**config.mk**
```make
export PLATFORM = sky130hd
export DESIGN_NAME = reliable_link_association_engine
export DESIGN_NICKNAME = d
export VERILOG_FILES = /design/src/hdl/rla_pkg.sv /design/src/hdl/rla_decide.sv /design/src/hdl/reliable_link_association_engine.sv
export SDC_FILE = /design/constraint.sdc
export NUM_CORES = 1
export LEC_CHECK = 0
export BUFFER_PORTS_ARGS = -buffer_cell sky130_fd_sc_hd__buf_2
export CAP_MARGIN = 20
export CORE_MARGIN = 2
export CORE_UTILIZATION = 57
export CTS_CLUSTER_SIZE = 28
export DETAILED_ROUTE_END_ITERATION = 10
export GPL_TIMING_DRIVEN = 1
export PLACE_DENSITY_LB_ADDON = 0.3
export SYNTH_ARGS = -nofsm -noshare
export SYNTH_HDL_FRONTEND = slang
export SYNTH_SLANG_ARGS = --single-unit
```
**constraint.sdc**
```tcl
create_clock -name clk_i -period 4.87 [get_ports clk_i]
set_input_delay 0 -clock clk_i [delete_from_list [all_inputs] [get_ports clk_i]]
set_output_delay 0 -clock clk_i [all_outputs]
set_load 0.02 [all_outputs]
```
**src/hdl/rla_pkg.sv**
```systemverilog
// Shared types, codes and sizing constants of the link association engine.
`default_nettype none

package rla_pkg;

  // Outstanding packet table depth and ack acceptance window
  localparam int SLOTS = 4;
  localparam int WIN   = 3;
  localparam int CNT_W = $clog2(SLOTS + 1);

  // Register reset values and the syn backoff base factor
  localparam logic [7:0] PEER_RESET  = 8'd0;
  localparam logic [7:0] RETRY_RESET = 8'd15;
  localparam logic [3:0] SYN_FACTOR  = 4'd5;

  // Configuration register indexes
  localparam logic [7:0] CFG_PEER_ADDRESS = 8'd0;
  localparam logic [7:0] CFG_RETRY_LIMIT  = 8'd1;

  typedef enum logic [2:0] {
    CMD_ASSOCIATE    = 3'd0,
    CMD_DISASSOCIATE = 3'd1,
    CMD_SEND_DATA    = 3'd2,
    CMD_RECEIVE      = 3'd3,
    CMD_TICK         = 3'd4,
    CMD_ACK_TASK     = 3'd5,
    CMD_SHUTDOWN     = 3'd6
  } rla_cmd_e;

  typedef enum logic [2:0] {
    OP_SYN      = 3'd0,
    OP_SYN_ACK  = 3'd1,
    OP_COMPLETE = 3'd2,
    OP_DISASSOC = 3'd3,
    OP_DATA     = 3'd4,
    OP_ACK      = 3'd5,
    OP_KEY_EXCH = 3'd6
  } rla_op_e;

  typedef enum logic [2:0] {
    LINK_CLOSED        = 3'd0,
    LINK_CONNECTING    = 3'd1,
    LINK_CONN_COMPLETE = 3'd2,
    LINK_CONNECTED     = 3'd3,
    LINK_CLOSING       = 3'd4
  } rla_link_e;

  typedef enum logic [2:0] {
    EV_NONE     = 3'd0,
    EV_WRITABLE = 3'd1,
    EV_READABLE = 3'd2,
    EV_HANG_UP  = 3'd3,
    EV_FAULT    = 3'd4
  } rla_event_e;

  typedef enum logic [1:0] {
    TMR_LEAVE = 2'd0,
    TMR_START = 2'd1,
    TMR_STOP  = 2'd2
  } rla_timer_e;

  // Unacknowledged packet table, valid slots packed from slot 0, oldest first
  typedef struct packed {
    logic [SLOTS-1:0]       valid;
    logic [SLOTS-1:0][7:0]  seq;
    logic [SLOTS-1:0][7:0]  retries;
  } rla_table_t;

  typedef struct packed {
    rla_link_e   conn;
    logic [7:0]  seq_num;
    logic [7:0]  ack_num;
    logic [7:0]  pending;
    logic [7:0]  peer_isn;
    rla_table_t  tbl;
  } rla_state_t;

  typedef struct packed {
    logic [2:0]  command;
    logic [7:0]  rx_from;
    logic [2:0]  rx_op;
    logic [7:0]  rx_seq;
    logic [7:0]  rx_ack;
    logic [7:0]  random_value;
  } rla_item_t;

  typedef struct packed {
    logic        send;
    logic        resend;
    rla_op_e     op;
    logic [7:0]  seq;
    logic [7:0]  ack;
    logic        deliver;
    logic        status;
    rla_event_e  event_code;
    rla_timer_e  treq;
    logic [3:0]  tfac;
    rla_link_e   link;
  } rla_result_t;

endpackage

`default_nettype wire

```
**src/hdl/rla_decide.sv**
```systemverilog
// Decision logic: next association state and the result for one item.
`default_nettype none

module rla_decide import rla_pkg::*; (
  input  rla_state_t  state_i,
  input  rla_item_t   item_i,
  input  logic [7:0]  peer_i,
  input  logic [7:0]  limit_i,
  output rla_state_t  state_o,
  output rla_result_t result_o
);

  typedef struct packed {
    rla_state_t  st;
    rla_result_t res;
  } ctx_t;

  // True when b lies within the ack window below a, modulo 256
  function automatic logic in_ack_window(input logic [7:0] a, input logic [7:0] b);
    logic [7:0] d;
    d = a - b;
    return d < 8'(WIN);
  endfunction

  // Byte modulo five: 16 is one modulo five, so fold the nibbles first
  function automatic logic [2:0] mod5(input logic [7:0] x);
    logic [4:0] s;
    s = 5'(x[7:4]) + 5'(x[3:0]);
    if (s >= 5'd20) s = s - 5'd20;
    if (s >= 5'd10) s = s - 5'd10;
    if (s >= 5'd5) s = s - 5'd5;
    return s[2:0];
  endfunction

  // Store a sequence id in the first free slot; drop it when full
  function automatic rla_table_t push(input rla_table_t t, input logic [7:0] id,
                                      input logic [7:0] limit);
    rla_table_t r;
    logic       done;
    r    = t;
    done = 1'b0;
    for (int i = 0; i < SLOTS; i++) begin
      if (!done && !r.valid[i]) begin
        r.valid[i]   = 1'b1;
        r.seq[i]     = id;
        r.retries[i] = limit;
        done         = 1'b1;
      end
    end
    return r;
  endfunction

  // Send a header, folding pending acks into the ack number; headers other than ack and syn-ack enter the table
  function automatic ctx_t emit(input ctx_t c, input rla_op_e op, input logic [7:0] limit);
    ctx_t r;
    r             = c;
    r.st.ack_num  = r.st.ack_num + r.st.pending;
    r.st.pending  = 8'd0;
    r.res.send    = 1'b1;
    r.res.op      = op;
    r.res.seq     = r.st.seq_num;
    r.res.ack     = r.st.ack_num;
    if (op == OP_SYN_ACK) begin
      r.res.seq = r.st.seq_num + 8'd1;
      r.res.ack = r.st.peer_isn;
    end else if (op != OP_ACK) begin
      r.st.tbl = push(r.st.tbl, r.st.seq_num, limit);
    end
    return r;
  endfunction

  // Start the timer on an empty table, advance the sequence and send
  function automatic ctx_t send_op(input ctx_t c, input rla_op_e op, input logic [7:0] rnd,
                                   input logic [7:0] limit);
    ctx_t r;
    r = c;
    if (!r.st.tbl.valid[0]) begin
      r.res.treq = TMR_START;
      r.res.tfac = (op == OP_SYN) ? SYN_FACTOR + 4'(mod5(rnd)) : 4'd1;
    end
    r.st.seq_num = r.st.seq_num + 8'd1;
    return emit(r, op, limit);
  endfunction

  function automatic ctx_t associate(input ctx_t c, input logic [7:0] rnd,
                                     input logic [7:0] limit);
    ctx_t r;
    r            = c;
    r.st.conn    = LINK_CONNECTING;
    r.st.ack_num = 8'd0;
    return send_op(r, OP_SYN, rnd, limit);
  endfunction

  rla_table_t             ack_tbl;
  logic                   ack_freed;
  logic                   ack_empty;
  logic [SLOTS-1:0]       keep;
  logic [CNT_W-1:0]       rank [SLOTS];
  logic [CNT_W-1:0]       running;
  ctx_t                   c;
  rla_cmd_e               cmd;
  rla_op_e                rop;
  logic [7:0]             rs;
  logic [7:0]             ra;
  logic [7:0]             rnd;

  assign cmd = rla_cmd_e'(item_i.command);
  assign rop = rla_op_e'(item_i.rx_op);
  assign rs  = item_i.rx_seq;
  assign ra  = item_i.rx_ack;
  assign rnd = item_i.random_value;

  // Free slots acknowledged by rx_ack and compact the survivors
  always_comb begin
    keep      = '0;
    ack_freed = 1'b0;
    running   = '0;
    for (int i = 0; i < SLOTS; i++) begin
      if (state_i.tbl.valid[i]) begin
        if (in_ack_window(ra, state_i.tbl.seq[i])) ack_freed = 1'b1;
        else keep[i] = 1'b1;
      end
    end
    for (int i = 0; i < SLOTS; i++) begin
      rank[i] = running;
      if (keep[i]) running = running + CNT_W'(1);
    end
    ack_tbl       = state_i.tbl;
    ack_tbl.valid = '0;
    for (int j = 0; j < SLOTS; j++) begin
      for (int i = 0; i < SLOTS; i++) begin
        if (keep[i] && rank[i] == CNT_W'(j)) begin
          ack_tbl.seq[j]     = state_i.tbl.seq[i];
          ack_tbl.retries[j] = state_i.tbl.retries[i];
          ack_tbl.valid[j]   = 1'b1;
        end
      end
    end
    ack_empty = (keep == '0);
  end

  // Walk the command and update state and result
  always_comb begin
    c.st          = state_i;
    c.res         = '0;
    c.res.tfac    = 4'd1;
    unique case (cmd)
      CMD_ASSOCIATE: c = associate(c, rnd, limit_i);
      CMD_DISASSOCIATE: begin
        c         = send_op(c, OP_DISASSOC, rnd, limit_i);
        c.st.conn = LINK_CLOSING;
      end
      CMD_SEND_DATA: begin
        if (c.st.conn != LINK_CONNECTED) c.res.status = 1'b1;
        else c = send_op(c, OP_DATA, rnd, limit_i);
      end
      CMD_RECEIVE: begin
        if (item_i.rx_from != peer_i) begin
          c.res.status = 1'b1;
        end else begin
          unique case (rop)
            OP_SYN: begin
              if (ra != 8'd0) begin
                c.res.status = 1'b1;
              end else begin
                c.st.peer_isn = rs;
                c = emit(c, OP_SYN_ACK, limit_i);
              end
            end
            OP_COMPLETE: begin
              if (ra == c.st.seq_num + 8'd1 && rs == c.st.peer_isn + 8'd1) begin
                c.st.tbl.valid = '0;
                c.res.treq     = TMR_STOP;
                c.st.seq_num   = c.st.seq_num + 8'd1;
                c.st.peer_isn  = 8'd0;
                c.st.ack_num   = rs;
                if (c.st.conn != LINK_CONNECTED) begin
                  c.st.conn        = LINK_CONNECTED;
                  c.res.event_code = EV_WRITABLE;
                end
                c = emit(c, OP_ACK, limit_i);
              end else if (rs == c.st.ack_num) begin
                c = emit(c, OP_ACK, limit_i);
              end else begin
                c.res.status = 1'b1;
              end
            end
            OP_SYN_ACK: begin
              if (c.st.conn != LINK_CONNECTING || ra != c.st.seq_num) begin
                c.res.status = 1'b1;
              end else begin
                c.st.tbl = ack_tbl;
                if (ack_empty) c.res.treq = TMR_STOP;
                if (!ack_freed) begin
                  c.res.status = 1'b1;
                end else begin
                  c.st.conn    = LINK_CONN_COMPLETE;
                  c.st.ack_num = rs;
                  c = send_op(c, OP_COMPLETE, rnd, limit_i);
                end
              end
            end
            OP_ACK: begin
              c.st.tbl = ack_tbl;
              if (ack_empty) c.res.treq = TMR_STOP;
              if (!ack_freed) begin
                c.res.status = 1'b1;
              end else if (c.st.conn == LINK_CLOSING) begin
                c.st.conn        = LINK_CLOSED;
                c.res.event_code = EV_HANG_UP;
              end else if (c.st.conn == LINK_CONN_COMPLETE) begin
                c.st.conn        = LINK_CONNECTED;
                c.res.event_code = EV_WRITABLE;
              end
            end
            OP_DATA: begin
              if (c.st.conn != LINK_CONNECTED && c.st.conn != LINK_CLOSING) begin
                c.res.status = 1'b1;
              end else begin
                c.st.tbl = ack_tbl;
                if (ack_empty) c.res.treq = TMR_STOP;
                if (in_ack_window(c.st.ack_num + c.st.pending, rs)) begin
                  c = emit(c, OP_ACK, limit_i);
                end else begin
                  c.st.pending     = c.st.pending + 8'd1;
                  c.res.deliver    = 1'b1;
                  c.res.event_code = EV_READABLE;
                end
              end
            end
            OP_DISASSOC: begin
              c.st.tbl = ack_tbl;
              if (ack_empty) c.res.treq = TMR_STOP;
              if ((rs == c.st.ack_num && c.st.conn == LINK_CLOSED) ||
                  in_ack_window(c.st.ack_num + c.st.pending, rs)) begin
                c = emit(c, OP_ACK, limit_i);
              end else begin
                c.st.pending = c.st.pending + 8'd1;
                if (c.st.conn == LINK_CONNECTED) c.st.conn = LINK_CLOSED;
                c.res.event_code = EV_HANG_UP;
                c = emit(c, OP_ACK, limit_i);
              end
            end
            default: c.res.status = 1'b1;
          endcase
        end
      end
      CMD_TICK: begin
        if (!c.st.tbl.valid[0]) begin
          if (c.st.conn == LINK_CONNECTING) c = send_op(c, OP_SYN, rnd, limit_i);
          else if (c.st.conn == LINK_CLOSING) c = send_op(c, OP_DISASSOC, rnd, limit_i);
          else if (c.st.conn == LINK_CONN_COMPLETE) c = send_op(c, OP_COMPLETE, rnd, limit_i);
        end else if (c.st.tbl.retries[0] == 8'd0) begin
          // Retries exhausted: drop the table, flag error, restart association
          c.st.tbl.valid   = '0;
          c.res.treq       = TMR_STOP;
          c.res.event_code = EV_FAULT;
          c = associate(c, rnd, limit_i);
        end else begin
          c.st.tbl.retries[0] = c.st.tbl.retries[0] - 8'd1;
          c.res.send   = 1'b1;
          c.res.resend = 1'b1;
          c.res.seq    = c.st.tbl.seq[0];
          c.res.treq   = TMR_START;
          c.res.tfac   = 4'd1;
        end
      end
      CMD_ACK_TASK: begin
        if (c.st.pending != 8'd0) c = emit(c, OP_ACK, limit_i);
      end
      CMD_SHUTDOWN: begin
        c.st.conn      = LINK_CLOSED;
        c.st.tbl.valid = '0;
        c.res.treq     = TMR_STOP;
      end
      default: c.res.status = 1'b1;
    endcase
    c.res.link = c.st.conn;
  end

  assign state_o  = c.st;
  assign result_o = c.res;

endmodule

`default_nettype wire

```
**src/hdl/reliable_link_association_engine.sv**
```systemverilog
// Top level of the link association engine: stream ports, state and result registers.
`default_nettype none

// Association engine for one peer of a reliable datagram link. Each transfer
// on the slave stream is one command or received header (command in tuser);
// each produces exactly one decision transfer on the master stream. The block
// sustains one item per clock while the master side is ready: an input register
// feeds the decision logic, which updates the association state and loads the
// result register in the same cycle; a result leaves the result register when
// the master side is ready. The state update loop closes through the decision
// logic. Both registers hold under backpressure. There is no clearing pass
// after reset. Configuration writes (peer address, retry limit) are taken
// every cycle and belong to idle time.
module reliable_link_association_engine import rla_pkg::*; (
  input  logic        clk_i,
  input  logic        rst_ni,
  input  logic        s_axis_tvalid,
  output logic        s_axis_tready,
  // rx_from[7:0], rx_op[10:8], rx_seq[18:11], rx_ack[26:19], random_value[34:27]
  input  logic [39:0] s_axis_tdata,
  // command[2:0]
  input  logic [2:0]  s_axis_tuser,
  output logic        m_axis_tvalid,
  input  logic        m_axis_tready,
  // tx_send[0], tx_resend[1], tx_op[4:2], tx_seq[12:5], tx_ack[20:13],
  // deliver[21], status[22], event_code[25:23], timer_request[27:26],
  // timer_factor[31:28], link_state[34:32]
  output logic [39:0] m_axis_tdata,
  input  logic        cfg_valid_i,
  output logic        cfg_ready_o,
  input  logic [7:0]  cfg_index_i,
  input  logic [7:0]  cfg_data_i
);

  logic        in_valid_q;
  rla_item_t   item_q;
  logic        out_valid_q;
  rla_result_t res_q;
  rla_state_t  state_q;
  rla_state_t  state_d;
  rla_result_t res_d;
  logic [7:0]  peer_q;
  logic [7:0]  limit_q;
  logic        advance;

  // Result register frees when empty or taken
  assign advance       = in_valid_q && (!out_valid_q || m_axis_tready);
  assign s_axis_tready = !in_valid_q || advance;
  assign cfg_ready_o   = 1'b1;

  // Capture the input transfer
  always_ff @(posedge clk_i or negedge rst_ni) begin
    if (!rst_ni) begin
      in_valid_q <= 1'b0;
    end else if (s_axis_tready) begin
      in_valid_q <= s_axis_tvalid;
    end
  end

  always_ff @(posedge clk_i) begin
    if (s_axis_tvalid && s_axis_tready) begin
      item_q.command      <= s_axis_tuser[2:0];
      item_q.rx_from      <= s_axis_tdata[7:0];
      item_q.rx_op        <= s_axis_tdata[10:8];
      item_q.rx_seq       <= s_axis_tdata[18:11];
      item_q.rx_ack       <= s_axis_tdata[26:19];
      item_q.random_value <= s_axis_tdata[34:27];
    end
  end

  rla_decide u_decide (
    .state_i  (state_q),
    .item_i   (item_q),
    .peer_i   (peer_q),
    .limit_i  (limit_q),
    .state_o  (state_d),
    .result_o (res_d)
  );

  // Commit state and load the result
  always_ff @(posedge clk_i or negedge rst_ni) begin
    if (!rst_ni) begin
      state_q     <= '0;
      out_valid_q <= 1'b0;
    end else begin
      if (advance) begin
        state_q     <= state_d;
        out_valid_q <= 1'b1;
      end else if (m_axis_tready) begin
        out_valid_q <= 1'b0;
      end
    end
  end

  always_ff @(posedge clk_i) begin
    if (advance) res_q <= res_d;
  end

  // Configuration registers
  always_ff @(posedge clk_i or negedge rst_ni) begin
    if (!rst_ni) begin
      peer_q  <= PEER_RESET;
      limit_q <= RETRY_RESET;
    end else if (cfg_valid_i && cfg_ready_o) begin
      if (cfg_index_i == CFG_PEER_ADDRESS) peer_q <= cfg_data_i;
      else if (cfg_index_i == CFG_RETRY_LIMIT) limit_q <= cfg_data_i;
    end
  end

  assign m_axis_tvalid = out_valid_q;
  assign m_axis_tdata  = {5'b0, res_q.link, res_q.tfac, res_q.treq, res_q.event_code,
                          res_q.status, res_q.deliver, res_q.ack, res_q.seq, res_q.op,
                          res_q.resend, res_q.send};

  // Valid slots stay packed from slot 0
  assert property (@(posedge clk_i) disable iff (!rst_ni)
    ((state_q.tbl.valid + SLOTS'(1)) & state_q.tbl.valid) == '0)
    else $error("outstanding table not packed");

  // A decision always lands in the result register
  assert property (@(posedge clk_i) disable iff (!rst_ni)
    advance |=> m_axis_tvalid)
    else $error("decision lost");

  // A resend is always a send
  assert property (@(posedge clk_i) disable iff (!rst_ni)
    m_axis_tvalid && res_q.resend |-> res_q.send)
    else $error("resend without send");

  // Backoff factor only with a started syn timer
  assert property (@(posedge clk_i) disable iff (!rst_ni)
    m_axis_tvalid && res_q.tfac != 4'd1 |-> res_q.treq == TMR_START && res_q.op == OP_SYN)
    else $error("backoff factor without syn timer start");

endmodule

`default_nettype wire
```
==> results.sh <==
export IMPL_status="finished clean"
export IMPL_pwr_share_clk_pct=24.5
export IMPL_grt_usage_pct=36.2
export IMPL_period_share_pct=96.2
export IMPL_grt_pass1_wl_um=86400
export IMPL_grt_max_degree=49
export IMPL_met1_length_um=22100
export IMPL_synth_compound_area_share_pct=24.6
export IMPL_htreeDepth=4
export IMPL_start_util_pct=57.5
export IMPL_antenna_cells=0
export IMPL_synth_cells=1885
export IMPL_final_cell_mix="nand2_1 (176), o21ai_0 (142), nor2_1 (136)"
export IMPL_dp_hpwl_um=40400
export IMPL_final_hold_violation_count=0
export IMPL_post_synth_instance_area_mm2=0.0164
export IMPL_critPathKind="flop to flop"
export IMPL_synth_top_family_by_area="compound AO/OA/AOI/OAI gates"
export IMPL_die_h_um=174
export IMPL_fin_skew_ns=0.0148
export IMPL_irDropWorstVdd_v=0.000251
export IMPL_chipWidth_um=174
export IMPL_drv_slew=0
export IMPL_ys_ff_latch=194
export IMPL_cts_tree="yes"
export IMPL_first_iter_violations=2006
export IMPL_fin_nets=2190
export IMPL_p_sw_mw=2.41
export IMPL_yosysSeqAreaShare_pct=31.8
export IMPL_yosys_area_share_simple_pct=18.6
export IMPL_cp_arrival_ns=4.86
export IMPL_final_common_cell="nand2_1"
export IMPL_yosys_area_share_adder_pct=7.33
export IMPL_p_int_mw=3.55
export IMPL_final_util_pct=65.9
export IMPL_wl_met3_um=4920
export IMPL_antenna_left=0
export IMPL_clk_pin_slew_ns=0.07
export IMPL_cp_max_fo=7
export IMPL_reg2reg_slack_ns=0.18
export IMPL_setup_viol=0
export IMPL_clk_latency_ns=0.46
export IMPL_placed_cells=2349
export IMPL_drive_gt1_share_pct=15.6
export IMPL_syn2layout_area_growth_pct=14.5
export IMPL_r2r_start="state_q[86]"
export IMPL_nFillCells=2357
export IMPL_crit_path_max_incr_delay_ns=0.65
export IMPL_seq_area_mm2=0.00523
export IMPL_syn_area_per_cell_um2=8.72
export IMPL_pwr_share_comb_pct=41.2
export IMPL_ys_flop_type="dfrtp_1"
export IMPL_rows=62
export IMPL_top_layer_used="met4"
export IMPL_maxCapViolations=0
export IMPL_dr_pass1_iters=6
export IMPL_p_per_area_mw_per_mm2=317
export IMPL_drcViolationCount=0
export IMPL_yosysWarnings=0
export IMPL_cts_sinks=194
export IMPL_final_cell_count_no_fill=2433
export IMPL_synth_xor_area_share_pct=5.54
export IMPL_worst_slew_pin_slew_ns=1.19
export IMPL_whs_path_depth=3
export IMPL_synth_edf_count=73
export IMPL_cts_root_buf="clkbuf_16"
export IMPL_die_area_mm2=0.0302
export IMPL_hold_start="cfg_index_i[0]"
export IMPL_seqPwrFrac_pct=34.3
export IMPL_synth_async_reset_ratio_pct=62.4
export IMPL_swShare_pct=40.5
export IMPL_hold_path_end="peer_q[5]"
export IMPL_synth_cell_type_count=119
export IMPL_grt_pass1_vias=15600
export IMPL_slew_limit_headroom_pct=20.6
export IMPL_viasPerCell=6.65
export IMPL_crit_path_end_kind="flop"
export IMPL_top_level_ports=107
export IMPL_max_freq_ghz=0.213
export IMPL_r2r_end="m_axis_tdata[13]"
export IMPL_r2r_cells=16
export IMPL_period_minus_slack_ns=4.69
export IMPL_synth_area_mux_share_pct=7.00
export IMPL_core_mm2=0.0285
export IMPL_min_path_type="input pin to flop"
export IMPL_worst_hold_slack_ns=0.0971
export IMPL_required_ns=5.04
export IMPL_antenna_found_initial=0
export IMPL_gp_congestion=1.00
export IMPL_grt_overflow=0
export IMPL_path_cells="ha_1, o21ai_0, nor2_1, o21a_1, nor2_1, xnor2_1, ha_1, a21oi_1, xnor2_1, or4_1, o211ai_1, buf_4, nand2_1, o21a_1, nor3_1, o22ai_1"
export IMPL_port_buffers=95
export IMPL_numCtsBuffers=17
export IMPL_met2_length_um=25800
export IMPL_slowest_stage="xnor2_1"
export IMPL_multi_input_comb_area_mm2=0.0105
export IMPL_leakage_nw=7.67
export IMPL_start_kind="flop"
export IMPL_vias=16200
export IMPL_clockBufferDepth=2
export IMPL_post_drt_wl_per_cell_um=22.7
export IMPL_finalWirelength_um=55300
==> layout make-up <==
cell class	count	share of cell area, %
well taps	384	2.56
flip-flops and latches	194	27.8
clock inverters	9	0.419
repair buffers	231	8.77
clock buffers	23	2.68
inverters	95	1.90
multi-input cells	1497	55.9
==> cells in the mapped netlist, drive strengths merged, types with 23 or more instances <==
cell | count | area share [%]
inv | 91 | 2.1
nor3 | 53 | 1.7
dfrtp | 117 | 18
mux2i | 71 | 4.3
edfxtp | 73 | 13
ha | 81 | 6.2
mux2 | 39 | 2.7
xnor2 | 60 | 3.2
a211oi | 30 | 1.4
a31oi | 23 | 0.88
buf | 40 | 1.5
xor2 | 37 | 2.1
a21oi | 112 | 3.5
nand3 | 52 | 1.7
clkbuf | 63 | 1.4
o21ai | 156 | 4.9
nand2 | 177 | 4.1
nand2b | 25 | 0.95
nor2 | 137 | 3.1
o211ai | 35 | 1.6
==> registers in the layout, indices dropped and copies added, names as in the netlist <==
| name | cells |
|---|---|
| in_valid_q | 1 |
| item_q | 38 |
| limit_q | 8 |
| m_axis_tdata | 35 |
| m_axis_tvalid | 1 |
| peer_q | 8 |
| state_q | 103 |
==> power groups by stage <==
stage	logic (mW)	registers, mW	clock network, mW
final	2.45	2.04	1.46
after detailed placement	2.28	2.06	0
after global routing	2.65	2.05	1.53
after global placement	2.22	2.06	0
after floorplan	1.62	2.01	0
after CTS	2.33	2.03	1.46
==> critical path, delay by kind of cell, from the launching register on <==
| family | cells | cell delay [ns] |
|---|---|---|
| adders and majority gates | 2 | 0.76 |
| AOI/OAI and AO/OA | 6 | 0.99 |
| and+or+nand+nor | 5 | 1.28 |
| buffers and inverters | 1 | 0.21 |
| DFF | 1 | 0.43 |
| xor gates and xnor gates | 2 | 0.75 |
==> layer usage <==
metal | vias up | global-route usage, %
met5 | - | 0
met1 | 7784 | 46.9
met4 | 0 | 15.7
met3 | 173 | 6.91
met2 | 915 | 59.2
li1 | 7314 | -
==> kinds of logic (layout without fill, tap and decap cells) <==
family | after synthesis | in the layout
buffers and inverters | 198 | 358
xor gates and xnor gates | 99 | 99
adders and majority gates | 91 | 91
other | 2 | 6
muxes | 110 | 110
and+or+nand+nor | 601 | 601
AOI/OAI and AO/OA | 590 | 590
DFF | 194 | 194
==> worst max-delay path by stage <==
| stage | startpoint | to | slack (ns) | cells after the start |
|---|---|---|---|---|
| global placement | item_q[1] | m_axis_tdata[29] | 0.21 | 22 |
| CTS | item_q[1] | m_axis_tdata[30] | 0.06 | 22 |
| floorplan | item_q[8] | state_q[25] | 0.31 | 21 |
| detailed placement | item_q[0] | m_axis_tdata[30] | -0.008 | 23 |
| finish | state_q[86] | m_axis_tdata[13] | 0.18 | 16 |
| global route | item_q[4] | m_axis_tdata[30] | -0.08 | 23 |
==> through the flow <==
stage	TNS, ns	worst slack, ns	total power, mW	instance area, um2
global route	-0.165	-0.0828	6.22	18800
detailed placement	-0.00849	-0.00849	4.34	17600
floorplan	0	0.310	3.63	16400
global placement	0	0.214	4.27	17600
finish	0	0.183	5.95	18800
CTS	0	0.0613	5.82	18700
==> repair_timing <==
item / 4_1_cts / 5_1_grt
pin swaps: 0 / 5
gates resized for setup: 1 / 21
endpoints found under the hold margin: 102 / 0
setup buffers: 0 / 2
endpoints found under the setup margin: 2 / 62
hold buffers: 50 / 0
No activity file was read; power rests on OpenSTA's default activity.
